<file path="src/spoam_pkg.sv">
// spoam_pkg: shared constants, types and the spacer oligo table for the
// spacer oligo approximate matcher. No dependencies; used by every module in src.
`default_nettype none
package spoam_pkg;

  localparam int NUM_SPACERS    = 43;
  localparam int SPACER_LEN     = 25;
  localparam int COUNT_BITS_DEF = 24;
  localparam int MM_W           = 3;
  localparam int MC_W           = 24;
  localparam int BASE_W         = 3;
  localparam int SNUM_W         = 6;
  localparam int IDX_W          = $clog2(NUM_SPACERS);
  localparam int BIR_W          = $clog2(SPACER_LEN + 1);
  localparam int CIDX_W         = 2;
  localparam int CDATA_W        = 24;

  localparam logic [BASE_W-1:0] CODE_OTHER = 3'd4;

  typedef enum logic [CIDX_W-1:0] {
    CFG_MAX_MISMATCH = 2'd0,
    CFG_MIN_COUNT    = 2'd1
  } cfg_idx_t;

  typedef enum logic {
    KIND_BASE   = 1'b0,
    KIND_REPORT = 1'b1
  } kind_t;

  typedef struct packed {
    kind_t             kind;
    logic [BASE_W-1:0] base;
    logic              eor;
  } item_t;

  localparam logic [8*SPACER_LEN-1:0] OLIGO_TXT [NUM_SPACERS] = '{
    "ATAGAGGGTCGCCGGCTCTGGATCA", "CCTCATGCTTGGGCGACAGCTTTTG",
    "CCGTGCTTCCAGTGATCGCCTTCTA", "ACGTCATACGCCGACCAATCATCAG",
    "TTTTCTGACCACTTGTGCGGGATTA", "CGTCGTCATTTCCGGCTTCAATTTC",
    "GAGGAGAGCGAGTACTCGGGGCTGC", "CGTGAAACCGCCCCCAGCCTCGCCG",
    "ACTCGGAATCCCATGTGCTGACAGC", "TCGACACCCGCTCTAGTTGACTTCC",
    "GTGAGCAACGGCGGCGGCAACCTGG", "ATATCTGCTGCCCGCCCGGGGAGAT",
    "GACCATCATTGCCATTCCCTCTCCC", "GGTGTGATGCGGATGGTCGGCTCGG",
    "CTTGAATAACGCGCAGTGAATTTCG", "CGAGTTCCCGTCAGCGTCGTAAATC",
    "GCGCCGGCCCGCGCGGATGACTCCG", "CATGGACCCGGGCGAGCTGCAGATG",
    "TAACTGGCTTGGCGCTGATCCTGGT", "TTGACCTCGCCAGGAGAGAAGATCA",
    "TCGATGTCGATGTCCCAATCGTCGA", "ACCGCAGACGGCACGATTGAGACAA",
    "AGCATCGCTGATGCGGTCCAGCTCG", "CCGCCTGCTGGGTGAGACGTGCTCG",
    "GATCAGCGACCACCGCACCCTGTCA", "CTTCAGCACCACCATCATCCGGCGC",
    "GGATTCGTGATCTCTTCCCGCGGAT", "TGCCCCGGCGTTTAGCGATCACAAC",
    "AAATACAGGCTCCACGACACGACCA", "GGTTGCCCCGCGCCCTTTTCCAGCC",
    "TCAGACAGGTTCGCGTCGATCAAGT", "GACCAAATAGGTATCGGCGTGTTCA",
    "GACATGACGGCGGTGCCGCACTTGA", "AAGTCACCTCGCCCACACCGTCGAA",
    "TCCGTACGCTCGAAACGCTTCCAAC", "CGAAATCCAGCACCACATCCGCAGC",
    "CGCGAACTCGTCCACAGTCCCCCTT", "CGTGGATGGCGGATGCGTTGTGCGC",
    "GACGATGGCCAGTAAATCGGCGTGG", "CGCCATCTGTGCCTCATACAGGTCC",
    "GGAGCTTTCCGGCTTCTATCAGGTA", "ATGGTGGGACATGGACGAGCGCGAC",
    "CGCAGAATCGCACCGGGTGCGGGAG"
  };

  // base code of oligo s at position k, leftmost letter is position 0
  function automatic logic [BASE_W-1:0] oligo_code(input int s, input int k);
    logic [7:0] c;
    c = OLIGO_TXT[s][8*(SPACER_LEN-1-k) +: 8];
    unique case (c)
      8'h41:   oligo_code = 3'd0;
      8'h43:   oligo_code = 3'd1;
      8'h47:   oligo_code = 3'd2;
      8'h54:   oligo_code = 3'd3;
      default: oligo_code = CODE_OTHER;
    endcase
  endfunction

  // reverse complement of oligo s at position k
  function automatic logic [BASE_W-1:0] revcomp_code(input int s, input int k);
    logic [BASE_W-1:0] r;
    r = oligo_code(s, SPACER_LEN - 1 - k);
    revcomp_code = r[2] ? CODE_OTHER : {1'b0, ~r[1:0]};
  endfunction

endpackage
`default_nettype wire

</file>
<file path="src/spoam_front.sv">
// spoam_front: input word acceptance, classification into base or report
// items and a two-entry queue towards the back end. Depends on spoam_pkg.
`default_nettype none
module spoam_front (
  input  wire logic               clk,
  input  wire logic               rst_n,
  input  wire logic               in_tvalid,
  output logic                    in_tready,
  input  wire logic [7:0]         in_tdata,  // [2:0] base
  input  wire logic               in_tuser,  // [0] mode
  input  wire logic               in_tlast,  // end of read
  output spoam_pkg::item_t        head,
  output logic                    head_vld,
  input  wire logic               head_rdy
);

  spoam_pkg::item_t q_r [2];
  logic             wr_ptr_r, rd_ptr_r;
  logic [1:0]       cnt_r;
  logic             push, pop;
  spoam_pkg::item_t item_in;

  always_comb begin
    item_in.kind = in_tuser ? spoam_pkg::KIND_REPORT : spoam_pkg::KIND_BASE;
    item_in.base = in_tdata[spoam_pkg::BASE_W-1:0];
    item_in.eor  = in_tlast;
  end

  assign in_tready = (cnt_r != 2'd2);
  assign push      = in_tvalid && in_tready;
  assign head_vld  = (cnt_r != 2'd0);
  assign head      = q_r[rd_ptr_r];
  assign pop       = head_vld && head_rdy;

  always_ff @(posedge clk) begin
    if (push) begin
      q_r[wr_ptr_r] <= item_in;
    end
  end

  always_ff @(posedge clk) begin
    if (!rst_n) begin
      wr_ptr_r <= 1'b0;
      rd_ptr_r <= 1'b0;
      cnt_r    <= 2'd0;
    end else begin
      if (push) wr_ptr_r <= ~wr_ptr_r;
      if (pop)  rd_ptr_r <= ~rd_ptr_r;
      cnt_r <= cnt_r + {1'b0, push} - {1'b0, pop};
    end
  end

endmodule
`default_nettype wire

</file>
<file path="config.mk">
export PLATFORM = sky130hd
export DESIGN_NAME = spoam_front
export DESIGN_NICKNAME = d
export VERILOG_FILES = /design/src/spoam_pkg.sv /design/src/spoam_front.sv
export SDC_FILE = /design/constraint.sdc
export NUM_CORES = 1
export LEC_CHECK = 0
export BUFFER_PORTS_ARGS = -buffer_cell sky130_fd_sc_hd__clkbuf_2
export CORE_MARGIN = 5
export CORE_UTILIZATION = 25
export CTS_CLUSTER_DIAMETER = 30
export DETAILED_ROUTE_END_ITERATION = 8
export GPL_TIMING_DRIVEN = 1
export PLACE_DENSITY = 0.45
export SYNTH_ARGS = -nofsm -noshare
export SYNTH_HDL_FRONTEND = slang
export SYNTH_SLANG_ARGS = --single-unit
</file>
<file path="constraint.sdc">
create_clock -name clk -period 4.1 [get_ports clk]
set_input_delay 0.82 -clock clk [delete_from_list [all_inputs] [get_ports clk]]
set_output_delay 0.82 -clock clk [all_outputs]
set_load 0.05 [all_outputs]
</file>
Yosys cells after proc, flatten, opt, wreduce, memory -nomap -nowiden
Memory sizes are Yosys's and may differ from the RTL's. A register that Yosys moved wholly into a read port is not among the register bits.
Cells that the tools add are included.
W data, S select, Z words.
Storage, ports and cells
  logic and storage cells: 17
  flip-flop bits (word level): 4
  memory bits (writable): 10
  memories: 1
Operators by class
  muxes and demuxes: 5
  reductions and logical operators: 3
  equal/unequal tests: 1
  bitwise logic cells: 2
  add/subtract/negate cells: 2
Memory list
  q_r: depth 2, width 5, rd ports 1, clocked after Yosys merged registers in 1, wr ports 1, RTL line spoam_front.sv:17  | spoam_pkg::item_t q_r [2];
Operators by type and width (number)
  $mux W1: 5
  $add A2 B1 Y2: 1
  $logic_and A1 B1 Y1: 2
  $ne A2 B2 Y1 const B: 1
  $not A1 Y1: 2
  $reduce_bool A2 Y1: 1
  $sub A2 B1 Y2: 1

Logic depth before layout (Yosys ltp)
  depth after elaboration: 4
  depth in mapped cells: 8

Least setup slack after synthesis
Ideal clock, no wire load.
  kind: reg2reg
  from: register cnt_r[0]
  to: register cnt_r[1]
  path buffers: 0
  path slack: 2.114 ns
  arrival: 1.871 ns
  data required time: 3.985 ns
  setup time: 0.115 ns
  stages on the path, launching flop included: 9
  path through: dfxtp_1 -> nand2b_1 -> nand2_1 -> ha_1 -> inv_1 -> ha_1 -> xnor2_1 -> xnor2_1 -> and2_1
On the way
  longest elaborated chain between the ends: 4
  elaborated cells on any way between the ends: 6
RTL lines
  start: declaration: RTL line spoam_front.sv:19  | logic [1:0] cnt_r;
  start signal: assignment: RTL line spoam_front.sv:49  | cnt_r <= cnt_r + {1'b0, push} - {1'b0, pop};
  $ne A2 B2 Y1: RTL line spoam_front.sv:29  | assign in_tready = (cnt_r != 2'd2);
  via in_tready: RTL line spoam_front.sv:8  | output logic in_tready,
  $logic_and A1 B1 Y1: RTL line spoam_front.sv:30  | assign push = in_tvalid && in_tready;
  $add A2 B1 Y2: RTL line spoam_front.sv:49
  $sub A2 B1 Y2: RTL line spoam_front.sv:49
The timed path passes the listed nets, and every way through them passes these cells.
A chain may end at the register's enable or synchronous reset.

==> flow_summary.json <==
{
  "wl_per_cell_um": 10.2,
  "gp_congestion": 0.661,
  "ys_warn_count": 0,
  "p_leak_nw": 0.297,
  "dpl.hpwl_um": 686,
  "crit_buf_inv": 1,
  "cts-root-buf": "clkbuf_4",
  "multi_input_area_um2": 188,
  "crit_path_end_kind": "primary output",
  "min_path_type": "reg2reg",
  "worstSetupPathType": "reg2out",
  "drv_slew": 0,
  "seq_power_share_pct": 42.6,
  "overflow": 0,
  "synth_top_area_share_pct": 50.7,
  "min_to": "wr_ptr_r$_SDFFE_PN0N_",
  "fp.dieArea_um2": 3440,
  "io_buffers": 15,
  "wl_um": 873,
  "grt_pass1_wl_mm": 1.52,
  "syn_inst": 39,
  "dpl.cell_count": 82,
  "r2r_setup_slack_ps": 2460,
  "tightest_slew_ps": 435,
  "synth-async-reset-ratio_pct": 0,
  "slew_headroom_pct": 70.9,
  "combPwrFrac_pct": 41.6,
  "die_w_um": 58.7,
  "boundaryPins": 21,
  "areaGrowthSynthToFinish_pct": 23.0,
  "critPathMaxStageDelay_ps": 440,
  "yosysTopAreaCell": "edfxtp_1",
  "diodes": 0,
  "drive_above_1_share_pct": 43.1,
  "p_per_area_nw_per_um2": 686,
  "nFillCells": 231,
  "setup_violations": 0,
  "antenna_found_initial": 0,
  "core_area_um2": 2230,
  "dr.pass1.iters": 2,
  "grt_use_total_pct": 6.28,
  "cp_cell_sequence": "mux2_2, clkbuf_2",
  "hp-start": "wr_ptr_r$_SDFFE_PN0N_",
  "final.min_clock_period_ps": 2130,
  "ir_drop_mv": 0.252,
  "synth-edff-count": 10,
  "via_per_inst": 3.88,
  "synthDistinctLibCells": 15,
  "ys_ff_latch": 15,
  "die_y_um": 58.7,
  "rows": 17,
  "worstSetupStartpointType": "flop",
  "ys_seq_area_share_pct": 67.7,
  "fin_cells": 86,
  "drc": 0,
  "cts_buffers": 3,
  "power.switching_w": 0.000195,
  "hold_path_depth": 2,
  "grt_max_degree": 9,
  "r2r-end": "cnt_r[1]$_SDFF_PN0_",
  "timing.final.hold_violations": 0,
  "detail-route-antenna-nets": 0,
  "fin_worst_skew_ps": 6.08,
  "r2r_cells": 8,
  "start_util_pct": 26.5,
  "cts_tree": "built",
  "layout.nets": 75,
  "rsz0062_at_grt": "false",
  "hold_buffers": 0,
  "maxCapViolCount": 0,
  "grt_pass1_vias": 353,
  "regArea_um2": 400,
  "status": "complete, no violations",
  "path_clk_slew_ps": 80,
  "crit_path_top_delay_cell": "dfxtp_1",
  "intPower_w": 0.000304,
  "r2r_start": "cnt_r[0]$_SDFF_PN0_",
  "ys_top_cells_by_area": "edfxtp_1 (51%), dfxtp_1 (17%), mux2_2 (9.5%)",
  "setup_tns_ps": 0,
  "fin_crit_sh_pct": 52.0,
  "p_clk_share_pct": 15.7,
  "ys_top_cells_by_count": "edfxtp_1 (10), dfxtp_1 (5), mux2_2 (5)",
  "crit_arrival_ps": 1310,
  "syn_nets": 55,
  "postCtsSetupBuffers": 0,
  "vias": 334,
  "switching_share_pct": 39.1,
  "insertion_delay_ps": 270,
  "required_ps": 3280,
  "synth_area_per_cell_um2": 15.2,
  "syn_area_um2": 592,
  "drt_iter0_drc": 3,
  "cts_resized": 0,
  "clk_path_buf_depth": 2,
  "critical-path-top-delay-family": "flip-flops",
  "yosys_most_used_dff": "edfxtp_1",
  "worst-path-max-fanout": 5,
  "cts.sinks": 15,
  "yosysMostFrequentCell": "edfxtp_1",
  "htreeDepth": 1,
  "max_freq_ghz": 0.469
}
## how the worst max path moves through the flow
stage                        startpoint                   to  cells past startpoint
finish                             flop              head[3]                      2
global route                       flop              head[4]                      2
CTS                                flop              head[3]                      2
detailed placement             head_rdy  cnt_r[1]$_SDFF_PN0_                      8
global placement               head_rdy  cnt_r[1]$_SDFF_PN0_                      8
floorplan           cnt_r[0]$_SDFF_PN0_  cnt_r[1]$_SDFF_PN0_                      8
## cell usage in the layout (no fill, tap or decap)
cell type / instances
nand2_1: 2
clkbuf_4: 3
nand2b_1: 2
or2_2: 1
clkbuf_2: 15
o21a_2: 1
mux2_2: 5
and3_1: 1
and2_1: 2
mux2i_1: 1
xnor2_1: 3
dfxtp_1: 5
clkbuf_1: 1
edfxtp_1: 10
nor2_1: 1
inv_1: 1
ha_1: 2
nor2b_1: 2
## power groups by stage
stage / Clock, W / Sequential (W) / Combinational [W]
6_report: 0.0000784 / 0.000213 / 0.000208
3_3_place_gp: 0 / 0.000218 / 0.000211
2_1_floorplan: 0 / 0.000212 / 0.000174
5_1_grt: 0.0000978 / 0.000217 / 0.000227
4_1_cts: 0.0000846 / 0.000214 / 0.000212
3_5_place_dp: 0 / 0.000217 / 0.000212
## layout make-up
| cell class | count | area share, % |
|---|---|---|
| clock buffers | 4 | 3.61 |
| inverters | 1 | 0.515 |
| multi-input cells | 23 | 25.8 |
| flip-flops and latches | 15 | 55.0 |
| well taps | 28 | 4.81 |
| repair buffers | 15 | 10.3 |
## flip-flops by register name, indices dropped and copies added, names as in the netlist, named ones only
| name | cells |
|---|---|
| wr_ptr_r | 1 |
| cnt_r | 2 |
| rd_ptr_r | 1 |
| q_r | 10 |
## cells by family (layout without fill, tap and decap cells)
| family | count (synthesis) | after routing | synth area share [%] |
|---|---|---|---|
| DFF | 15 | 15 | 67.7 |
| and+or+nand+nor | 11 | 11 | 10.4 |
| muxes | 6 | 6 | 11.2 |
| xor gates and xnor gates | 3 | 3 | 4.44 |
| adders and majority gates | 2 | 2 | 4.23 |
| AOI/OAI and AO/OA | 1 | 1 | 1.48 |
| buffers and inverters | 1 | 20 | 0.634 |
## metal layers
metal  global-route usage (%)  vias up  share of wire, %
met5                        0        -                 0
met4                     2.91        0                 0
met3                     4.61        0                10
met2                     9.09       12                48
met1                     6.85      149                42
li1                         -      173                 -
## stage by stage
stage | utilization, % | hold slack, ps | setup WS [ps] | power (W) | instance area, µm²
after floorplan | - | 455 | 2110 | 0.000386 | 592
after global placement | 31.4 | 472 | 2080 | 0.000429 | 702
after detailed placement | 31.4 | 484 | 2070 | 0.000429 | 702
after CTS | 32.6 | 497 | 1920 | 0.000511 | 728
after global routing | 32.6 | 549 | 1870 | 0.000542 | 728
final | 32.6 | 495 | 1970 | 0.000499 | 728
## worst register-to-register path: stages (launching register included)
cell	delay (ps)
dfxtp_1	360
nand2b_1	160
nand2_1	120
ha_1	290
inv_1	30
ha_1	180
xnor2_1	130
xnor2_1	120
and2_1	140
(Power assumes the default switching activity.)
